## config.mk

```make
export PLATFORM = sky130hd
export DESIGN_NAME = sector_run_coalescer
export DESIGN_NICKNAME = d
export VERILOG_FILES = /design/src/srcl_pkg.sv /design/src/sector_run_coalescer.sv /design/src/srcl_queue.sv /design/src/srcl_front.sv /design/src/srcl_back.sv
export SDC_FILE = /design/constraint.sdc
export NUM_CORES = 1
export LEC_CHECK = 0
export BUFFER_PORTS_ARGS = -buffer_cell sky130_fd_sc_hd__buf_2
export CAP_MARGIN = 30
export CORE_MARGIN = 2
export CORE_UTILIZATION = 45
export CTS_CLUSTER_DIAMETER = 30
export CTS_CLUSTER_SIZE = 30
export DETAILED_ROUTE_END_ITERATION = 6
export SLEW_MARGIN = 20
export SYNTH_ARGS = -nofsm -noshare
export SYNTH_HDL_FRONTEND = slang
export SYNTH_HIERARCHICAL = 1
export SYNTH_SLANG_ARGS = --single-unit
```

## constraint.sdc

```tcl
create_clock -name clk -period 11.5 [get_ports clk]
set_input_delay 2.3 -clock clk [delete_from_list [all_inputs] [get_ports clk]]
set_output_delay 2.3 -clock clk [all_outputs]
set_load 0.005 [all_outputs]
```

## src/srcl_pkg.sv

```systemverilog
// Shared types, constants and helpers for the sector run coalescer.
package srcl_pkg;

  // Device byte flag bits.
  localparam logic [7:0] LBA_FLAG_MASK    = 8'd32;
  localparam logic [7:0] NOCOUNT_MASK     = 8'd16;
  localparam logic [7:0] LINEAR_FLAG_MASK = 8'd64;

  // Transfer limits for a run, in sectors.
  localparam logic [7:0] XFER_MAX_LBA = 8'd127;
  localparam logic [7:0] XFER_MAX_STD = 8'd128;

  // Load window tracking: byte position advances one sector per comparison.
  localparam int unsigned    POS_W        = 24;
  localparam logic [POS_W-1:0] SECTOR_BYTES = 24'd512;

  // Remembered high address byte; the reset value never matches a count.
  localparam logic [8:0] HIGH_PART_RESET = 9'd257;

  // Depth of the queue between the merge engine and the emitter.
  localparam int unsigned QUEUE_DEPTH = 4;
  localparam int unsigned QPTR_W      = $clog2(QUEUE_DEPTH);
  localparam int unsigned QCNT_W      = $clog2(QUEUE_DEPTH + 1);

  // Register indexes on the configuration port.
  localparam logic REG_SKIP_ENTRIES = 1'b0;
  localparam logic REG_LBA_MODE     = 1'b1;

  typedef struct packed {
    logic [7:0] dev_code;
    logic [7:0] head_byte;
    logic [7:0] track_byte;
    logic [7:0] sector_byte;
    logic [7:0] run_count;
    logic       list_end;
  } in_item_t;

  typedef struct packed {
    logic [7:0] out_dev;
    logic [7:0] out_head;
    logic [7:0] out_track;
    logic [7:0] out_sector;
    logic [7:0] out_count;
    logic       out_last;
  } out_item_t;

  typedef struct packed {
    logic [7:0] dev;
    logic [7:0] head;
    logic [7:0] track;
    logic [7:0] sector;
    logic [7:0] count;
  } rec_t;

  // One queue entry: the one or two records caused by one input item.
  typedef struct packed {
    out_item_t rec0;
    out_item_t rec1;
    logic      two;
  } entry_t;

  typedef struct packed {
    logic [7:0] skip_entries;
    logic       lba_mode;
  } cfg_t;

  typedef struct packed {
    logic held_valid;
    logic merged;
  } front_stat_t;

  function automatic out_item_t to_out(rec_t r, logic last);
    out_item_t o;
    o.out_dev    = r.dev;
    o.out_head   = r.head;
    o.out_track  = r.track;
    o.out_sector = r.sector;
    o.out_count  = r.count;
    o.out_last   = last;
    return o;
  endfunction

endpackage

```

## src/sector_run_coalescer.sv

```systemverilog
// Top level of the sector run coalescer: configuration registers, merge engine, queue, emitter.
//
// The coalescer takes disk sector address records and merges each one into the
// run it holds when the two are on the same device and follow on, either as
// 24-bit block addresses (linear and large-block records) or by head, track and
// sector (geometry records). A run stops growing at the transfer limit (127
// sectors with lba_mode set, 128 otherwise) and at a 64 KiB load-window
// boundary. The first skip_entries+1 records of a section pass through as they
// are, and the record marked list_end flushes the held run, so one record can
// give up to two results. A record is accepted in every cycle in which full is
// low; the merge decision is one compare and add against the held run and is
// made in the cycle of acceptance. Results leave one beat per cycle while pop
// is high; the engine writes results into a four-entry queue, and the emitter
// moves the oldest entry into the output register, so a result passes the
// queue and then the output register before it is on the output ports. full
// rises only when that queue is full, which can happen only while results are
// not being taken or while records produce two results each faster than they
// drain. After reset the block is ready at once; there is no clearing pass.
// Registers: skip_entries at byte address 0 (bits 7:0) and lba_mode at byte
// address 4 (bit 0); write them only while the block is idle.
module sector_run_coalescer (
  input  logic                clk,
  input  logic                rst_n,
  // Record input.
  input  logic                push,
  output logic                full,
  input  srcl_pkg::in_item_t  in_data,
  // Result output.
  output logic                empty,
  input  logic                pop,
  output srcl_pkg::out_item_t out_data,
  // Configuration port.
  input  logic                psel,
  input  logic                penable,
  input  logic                pwrite,
  input  logic [2:0]          paddr,
  input  logic [31:0]         pwdata,
  output logic [31:0]         prdata,
  output logic                pready
);

  srcl_pkg::cfg_t        cfg_r, cfg_nxt;
  srcl_pkg::entry_t      q_entry, q_data;
  srcl_pkg::front_stat_t front_stat;
  logic                  in_accept;
  logic                  q_push, q_pop, q_full, q_empty;
  logic                  cfg_write;

  // The APB-style port never waits; a write lands in the access cycle.
  assign pready    = 1'b1;
  assign cfg_write = psel && penable && pwrite && pready;

  always_comb begin
    cfg_nxt = cfg_r;
    if (cfg_write) begin
      unique case (paddr[2])
        srcl_pkg::REG_SKIP_ENTRIES: cfg_nxt.skip_entries = pwdata[7:0];
        srcl_pkg::REG_LBA_MODE:     cfg_nxt.lba_mode     = pwdata[0];
        default:                    cfg_nxt              = cfg_r;
      endcase
    end
  end

  always_comb begin
    unique case (paddr[2])
      srcl_pkg::REG_SKIP_ENTRIES: prdata = {24'd0, cfg_r.skip_entries};
      srcl_pkg::REG_LBA_MODE:     prdata = {31'd0, cfg_r.lba_mode};
      default:                    prdata = '0;
    endcase
  end

  always_ff @(posedge clk) begin
    if (!rst_n) begin
      cfg_r <= '0;
    end else begin
      cfg_r <= cfg_nxt;
    end
  end

  // A record is taken whenever the queue has room, even if it causes no result.
  assign full      = q_full;
  assign in_accept = push && !q_full;

  srcl_front u_front (
    .clk       (clk),
    .rst_n     (rst_n),
    .cfg       (cfg_r),
    .in_accept (in_accept),
    .in_item   (in_data),
    .q_push    (q_push),
    .q_entry   (q_entry),
    .stat      (front_stat)
  );

  srcl_queue u_queue (
    .clk   (clk),
    .rst_n (rst_n),
    .push  (q_push),
    .wdata (q_entry),
    .full  (q_full),
    .pop   (q_pop),
    .empty (q_empty),
    .rdata (q_data)
  );

  srcl_back u_back (
    .clk      (clk),
    .rst_n    (rst_n),
    .q_empty  (q_empty),
    .q_data   (q_data),
    .q_pop    (q_pop),
    .empty    (empty),
    .pop      (pop),
    .out_data (out_data)
  );

`ifndef SYNTHESIS
  // A waiting queue entry reaches the output register in the next cycle.
  a_drain_to_output: assert property (@(posedge clk) disable iff (!rst_n)
    (!q_empty && empty) |=> !empty)
    else $error("queued result did not reach the output");

  // No beat appears out of nothing.
  a_no_invented_beat: assert property (@(posedge clk) disable iff (!rst_n)
    (empty && q_empty && !q_push) |=> empty)
    else $error("output beat appeared without a queued result");

  // The end of a section leaves no run held.
  a_section_end_clears: assert property (@(posedge clk) disable iff (!rst_n)
    (in_accept && in_data.list_end) |=> !front_stat.held_valid)
    else $error("run still held after the end of a section");

  // A merge extends the held run and emits nothing unless the section ends.
  a_merge_quiet: assert property (@(posedge clk) disable iff (!rst_n)
    front_stat.merged |-> (front_stat.held_valid && (!q_push || in_data.list_end)))
    else $error("merge produced an unexpected result");
`endif

endmodule

```

## src/srcl_queue.sv

```systemverilog
// Small register queue of result entries between the merge engine and the emitter.
module srcl_queue (
  input  logic            clk,
  input  logic            rst_n,
  input  logic            push,
  input  srcl_pkg::entry_t wdata,
  output logic            full,
  input  logic            pop,
  output logic            empty,
  output srcl_pkg::entry_t rdata
);

  srcl_pkg::entry_t                     mem_r [srcl_pkg::QUEUE_DEPTH];
  logic [srcl_pkg::QPTR_W-1:0]          wr_ptr_r, wr_ptr_nxt;
  logic [srcl_pkg::QPTR_W-1:0]          rd_ptr_r, rd_ptr_nxt;
  logic [srcl_pkg::QCNT_W-1:0]          count_r, count_nxt;
  logic                                 do_push, do_pop;

  localparam logic [srcl_pkg::QPTR_W-1:0] PTR_LAST = srcl_pkg::QPTR_W'(srcl_pkg::QUEUE_DEPTH - 1);
  localparam logic [srcl_pkg::QCNT_W-1:0] CNT_FULL = srcl_pkg::QCNT_W'(srcl_pkg::QUEUE_DEPTH);

  assign full    = (count_r == CNT_FULL);
  assign empty   = (count_r == '0);
  assign do_push = push && !full;
  assign do_pop  = pop && !empty;
  assign rdata   = mem_r[rd_ptr_r];

  always_comb begin
    wr_ptr_nxt = wr_ptr_r;
    rd_ptr_nxt = rd_ptr_r;
    count_nxt  = count_r;
    if (do_push) begin
      wr_ptr_nxt = (wr_ptr_r == PTR_LAST) ? '0 : wr_ptr_r + 1'b1;
    end
    if (do_pop) begin
      rd_ptr_nxt = (rd_ptr_r == PTR_LAST) ? '0 : rd_ptr_r + 1'b1;
    end
    if (do_push && !do_pop) begin
      count_nxt = count_r + 1'b1;
    end else if (do_pop && !do_push) begin
      count_nxt = count_r - 1'b1;
    end
  end

  always_ff @(posedge clk) begin
    if (!rst_n) begin
      wr_ptr_r <= '0;
      rd_ptr_r <= '0;
      count_r  <= '0;
    end else begin
      wr_ptr_r <= wr_ptr_nxt;
      rd_ptr_r <= rd_ptr_nxt;
      count_r  <= count_nxt;
    end
  end

  always_ff @(posedge clk) begin
    if (do_push) begin
      mem_r[wr_ptr_r] <= wdata;
    end
  end

endmodule

```

## src/srcl_front.sv

```systemverilog
// Merge engine: classifies each accepted record against the held run and queues results.
module srcl_front (
  input  logic                  clk,
  input  logic                  rst_n,
  input  srcl_pkg::cfg_t        cfg,
  input  logic                  in_accept,
  input  srcl_pkg::in_item_t    in_item,
  output logic                  q_push,
  output srcl_pkg::entry_t      q_entry,
  output srcl_pkg::front_stat_t stat
);

  srcl_pkg::rec_t           held_r, held_nxt;
  logic                     held_valid_r, held_valid_nxt;
  logic [8:0]               entry_idx_r, entry_idx_nxt;
  logic [8:0]               high_part_r, high_part_nxt;
  logic [7:0]               run_start_r, run_start_nxt;
  logic [srcl_pkg::POS_W-1:0] scan_r, scan_nxt;

  always_comb begin
    srcl_pkg::rec_t           n;
    srcl_pkg::rec_t           n_mod;
    srcl_pkg::rec_t           grown;
    logic                     last;
    logic                     same_dev, w_lba, w_nc, w_addr_mode;
    logic                     adj_dev, conv, hp_load, adj_addr, adj;
    logic [24:0]              addr_sum;
    logic [8:0]               sect_sum;
    logic [7:0]               max_count;
    logic [srcl_pkg::POS_W-1:0] scan_step;
    logic                     merged;

    n.dev    = in_item.dev_code;
    n.head   = in_item.head_byte;
    n.track  = in_item.track_byte;
    n.sector = in_item.sector_byte;
    n.count  = in_item.run_count;
    last     = in_item.list_end;

    // Same device, ignoring the no-count flag.
    same_dev = ((held_r.dev ^ n.dev) & ~srcl_pkg::NOCOUNT_MASK) == 8'd0;
    w_lba    = (held_r.dev & srcl_pkg::LBA_FLAG_MASK) != 8'd0;
    w_nc     = (held_r.dev & srcl_pkg::NOCOUNT_MASK) != 8'd0;

    adj_dev = same_dev;
    conv    = 1'b0;
    hp_load = 1'b0;
    if (same_dev && w_lba) begin
      if (!w_nc) begin
        adj_dev = (high_part_r == {1'b0, n.count});
        conv    = adj_dev;
      end else begin
        // A held no-count record is never extended; it updates the high byte.
        adj_dev = 1'b0;
        hp_load = 1'b1;
        conv    = ((n.dev & srcl_pkg::NOCOUNT_MASK) != 8'd0) && (n.count == held_r.count);
      end
    end

    n_mod = n;
    if (conv) begin
      n_mod.count = 8'd1;
      n_mod.dev   = n.dev & ~srcl_pkg::NOCOUNT_MASK;
    end

    // Contiguity: sums kept one bit wider so that an overflow never matches.
    w_addr_mode = (held_r.dev & (srcl_pkg::LINEAR_FLAG_MASK | srcl_pkg::LBA_FLAG_MASK)) != 8'd0;
    addr_sum = {1'b0, held_r.head, held_r.track, held_r.sector} + {17'd0, held_r.count};
    sect_sum = {1'b0, held_r.sector} + {1'b0, held_r.count};
    if (adj_dev && w_addr_mode) begin
      adj_addr = (addr_sum == {1'b0, n.head, n.track, n.sector});
    end else begin
      adj_addr = adj_dev && (held_r.track == n.track) && (held_r.head == n.head) &&
                 (sect_sum == {1'b0, n.sector});
    end

    scan_step = scan_r + srcl_pkg::SECTOR_BYTES;
    max_count = cfg.lba_mode ? srcl_pkg::XFER_MAX_LBA : srcl_pkg::XFER_MAX_STD;
    adj = adj_addr && (run_start_r == scan_step[srcl_pkg::POS_W-1:16]) &&
          (held_r.count < max_count);

    grown       = held_r;
    grown.count = held_r.count + 8'd1;

    held_nxt       = held_r;
    held_valid_nxt = held_valid_r;
    entry_idx_nxt  = entry_idx_r;
    high_part_nxt  = high_part_r;
    run_start_nxt  = run_start_r;
    scan_nxt       = scan_r;
    q_push         = 1'b0;
    q_entry        = '0;
    merged         = 1'b0;

    if (in_accept) begin
      if (!held_valid_r && (entry_idx_r <= {1'b0, cfg.skip_entries})) begin
        q_push       = 1'b1;
        q_entry.rec0 = srcl_pkg::to_out(n, last);
        entry_idx_nxt = entry_idx_r + 9'd1;
      end else if (!held_valid_r) begin
        held_nxt       = n;
        held_valid_nxt = 1'b1;
        if (last) begin
          q_push       = 1'b1;
          q_entry.rec0 = srcl_pkg::to_out(n, 1'b1);
        end
      end else begin
        scan_nxt = scan_step;
        if (hp_load) begin
          high_part_nxt = {1'b0, held_r.count};
        end
        if (!adj) begin
          run_start_nxt = scan_step[srcl_pkg::POS_W-1:16];
          held_nxt      = n_mod;
          q_push        = 1'b1;
          q_entry.rec0  = srcl_pkg::to_out(held_r, 1'b0);
          if (last) begin
            q_entry.rec1 = srcl_pkg::to_out(n_mod, 1'b1);
            q_entry.two  = 1'b1;
          end
        end else begin
          merged   = 1'b1;
          held_nxt = grown;
          if (last) begin
            q_push       = 1'b1;
            q_entry.rec0 = srcl_pkg::to_out(grown, 1'b1);
          end
        end
      end

      // The end of a section returns all run state to its reset value.
      if (last) begin
        held_nxt       = '0;
        held_valid_nxt = 1'b0;
        entry_idx_nxt  = '0;
        high_part_nxt  = srcl_pkg::HIGH_PART_RESET;
        run_start_nxt  = '0;
        scan_nxt       = '0;
      end
    end

    stat.held_valid = held_valid_r;
    stat.merged     = merged;
  end

  always_ff @(posedge clk) begin
    if (!rst_n) begin
      held_r       <= '0;
      held_valid_r <= 1'b0;
      entry_idx_r  <= '0;
      high_part_r  <= srcl_pkg::HIGH_PART_RESET;
      run_start_r  <= '0;
      scan_r       <= '0;
    end else begin
      held_r       <= held_nxt;
      held_valid_r <= held_valid_nxt;
      entry_idx_r  <= entry_idx_nxt;
      high_part_r  <= high_part_nxt;
      run_start_r  <= run_start_nxt;
      scan_r       <= scan_nxt;
    end
  end

endmodule

```

## src/srcl_back.sv

```systemverilog
// Emitter: takes queue entries into an output register and hands out one record per beat.
module srcl_back (
  input  logic                clk,
  input  logic                rst_n,
  input  logic                q_empty,
  input  srcl_pkg::entry_t    q_data,
  output logic                q_pop,
  output logic                empty,
  input  logic                pop,
  output srcl_pkg::out_item_t out_data
);

  srcl_pkg::entry_t cur_r, cur_nxt;
  logic             cur_valid_r, cur_valid_nxt;
  logic             sel_r, sel_nxt;

  assign empty    = !cur_valid_r;
  assign out_data = sel_r ? cur_r.rec1 : cur_r.rec0;

  always_comb begin
    logic taken, entry_done;
    taken      = cur_valid_r && pop;
    entry_done = taken && (sel_r || !cur_r.two);

    cur_nxt       = cur_r;
    cur_valid_nxt = cur_valid_r;
    sel_nxt       = sel_r;
    q_pop         = 1'b0;

    if (taken && !sel_r && cur_r.two) begin
      sel_nxt = 1'b1;
    end
    if (!cur_valid_r || entry_done) begin
      sel_nxt = 1'b0;
      if (!q_empty) begin
        q_pop         = 1'b1;
        cur_nxt       = q_data;
        cur_valid_nxt = 1'b1;
      end else begin
        cur_valid_nxt = 1'b0;
      end
    end
  end

  always_ff @(posedge clk) begin
    if (!rst_n) begin
      cur_valid_r <= 1'b0;
      sel_r       <= 1'b0;
    end else begin
      cur_valid_r <= cur_valid_nxt;
      sel_r       <= sel_nxt;
    end
  end

  always_ff @(posedge clk) begin
    cur_r <= cur_nxt;
  end

endmodule

```

==> summary.txt <==
Outcome
  – Status: completed

Global route
  – GRT met1 Usage: 25.1%
  – First-pass GRT wire length: 79900 um
  – M2 GR Usage: 33.9%
  – Tot GR Track Use: 19.9%
  – Vias in the first global route: 14000
  – Pin count of the biggest net entering global routing: 69
  – Gr busiest metal: met2
  – Gr ovfl total: 0
  – Initial antenna violation count: 1
  – Met3 layer usage reported by global route: 3.95%

Clock network
  – CTS tree: yes
  – Clock Tree Root: clkbuf_16
  – TritonCTS Buffers: 109
  – CTS Buffer Depth: 3
  – H-tree levels: 3
  – # Post-CTS Setup Buffers: 0
  – Clock Latency Late Sink: 0.63 ns
  – Clock transition at path regs: 0.04 ns
  – TritonCTS Sinks: 517
  – Hold_buf cts: 0
  – Post-cts resize count: 0

Floorplan
  – Core ar.: 0.0501 mm^2
  – DIE AREA: 0.0525 mm^2
  – Die span in x: 229 um
  – Initial core utilization: 45.6%
  – Site Rows: 82
  – I/O Pins: 159
  – Die Span Y: 229 um

Pwr
  – PD cells: 250 mW/mm^2
  – Maximum vdd drop: 114 uV
  – Leak: 9.77 nW

Hold path
  – Hold Crit Start: u_front/high_part_r[8]$_SDFFE_PN1P_
  – HP Class: reg -> reg

Place
  – GP Congestion: 0.884
  – DP Wirelength: 31600 um
  – Port bufs: 107
  – DP Area: 0.0239 mm^2

Timing
  – RSZ-0062 raised after global routing: false
  – Finish-stage setup viols: 0
  – Setup_tns: 0 ns
  – Clk_skew: 0.0188 ns
  – Slew margin rel.: 36.5%
  – Min cycle time layout: 6.18 ns
  – Hold Violations, Final: 0
  – Tcrit/Tclk final: 53.7%
  – Max-slew violations: 0
  – Max frequency: 162 MHz
  – Worst-margin pin slew: 0.948 ns

Detailed routing
  – DRT antenna net count: 0
  – Starting DRC count in detailed routing: 937
  – Vias per inst: 5.55
  – Drt first pass iters: 5
  – Drt drc: 0
  – WL/cell: 21.1 um
  – Post-Route WL: 51300 um
  – Vias: 13500

Logic synthesis
  – Post-Syn Instances: 1505
  – Syn avg cell area: 15.2 um^2
  – Syn. warnings: 6
  – Synthesized area: 0.0228 mm^2

Layout
  – Most common cell after layout, fill and taps aside: edfxtp_1
  – Share of cells above drive strength 1: 27.1%
  – Commonest non-fill, non-tap cells in the layout: 415 x edfxtp_1, 111 x clkbuf_16, 108 x buf_2
  – Design area: 0.0277 mm^2
  – Nets: 1783
  – Area growth syn-to-layout: 21.3%

Critical path
  – Most Frequent Cell on Critical Path: buf_4
  – Required @ worst endpoint: 11.75 ns
  – Crit path DAT: 6.43 ns
  – Crit path largest cell delay: 0.73 ns
  – Reg2reg start: u_front/held_r[0]$_SDFFE_PN0P_
  – Crit-path cells: buf_2 > xnor2_1 > xor2_1 > o221a_1 > o22ai_1 > a31oi_1 > o311a_4 > o21ai_1 > buf_4 > nand2_1 > nor2b_1 > and2_4 > buf_4
  – Critical Path Start: in_data[26]
  – Critical path capture point type: flop
  – CP startpoint kind: input pin
  – Setup CP Type: in -> reg
  – Crit path max fanout: 44
  – Crit path max-delay cell type: and2_4

Run
  – Max Cap Viol: 0
-- final timing paths --
check	depth (start not counted)	end	slack (ns)
worst max-delay path	13	u_queue/mem_r[0][40]$_DFFE_PP_	5.32
worst min-delay path	2	u_front/high_part_r[8]$_SDFFE_PN1P_	0.47
worst max register to register	16	u_queue/mem_r[0][40]$_DFFE_PP_	5.75
worst min register to register	2	u_front/high_part_r[8]$_SDFFE_PN1P_	0.47
-- where the power goes --
| group | switching (mW) | leakage [nW] | total (mW) | internal, mW |
|---|---|---|---|---|
| clock network | 0.984 | 1.82 | 3.12 | 2.13 |
| logic | 0.601 | 3.38 | 1.15 | 0.546 |
| registers | 0.141 | 4.57 | 2.67 | 2.53 |
-- cell type report --
cell class / count / area [um^2]
repair buffers: 132 / 803
multi-input cells: 877 / 7670
diodes: 1 / 2.50
clock buffers: 127 / 2870
fillers: 4058 / 22400
inverters: 29 / 109
clock inverters: 77 / 871
well taps: 672 / 841
flip-flops and latches: 517 / 14500
-- per-layer routing --
layer  routed length (um)  up-vias
met4                 1420        2
met5                   13        -
li1                     -     6179
met2                25800      370
met1                21500     6839
met3                 2580      102
-- worst max-delay path, delay by kind of cell --
family / cells / cell delay [ns]
XOR/XNOR: 2 / 0.56
AND/OR/NAND/NOR: 3 / 1.28
buffers and inverters: 3 / 1.10
AO/OA/AOI/OAI: 5 / 1.12
-- state kept, by name, summed over array words and instances (netlist names), named ones only --
signal and flops:
u_back/cur_valid_r 1, u_queue/rd_ptr_r 2, u_front/held_r 40, u_front/run_start_r 8, u_queue/count_r 3, u_back/cur_r 83, u_front/held_valid_r 1, u_queue/wr_ptr_r 2
u_front/scan_r 15, u_queue/mem_r 332, u_front/entry_idx_r 9, cfg_r 9, u_front/high_part_r 9, u_back/sel_r 1
-- metrics by stage --
stage	util [%]	total power [mW]	hold slack [ns]	setup slack [ns]	std cells
2_1_floorplan	-	3.52	0.432	2.98	1528
3_3_place_gp	47.5	3.83	0.445	4.45	2220
3_5_place_dp	47.7	3.87	0.456	4.45	2224
4_1_cts	55.2	7.02	0.464	5.08	2428
5_1_grt	55.3	7.22	0.493	5.10	2431
6_report	55.3	6.93	0.469	5.32	2432
No activity file was read; power rests on OpenSTA's default activity.
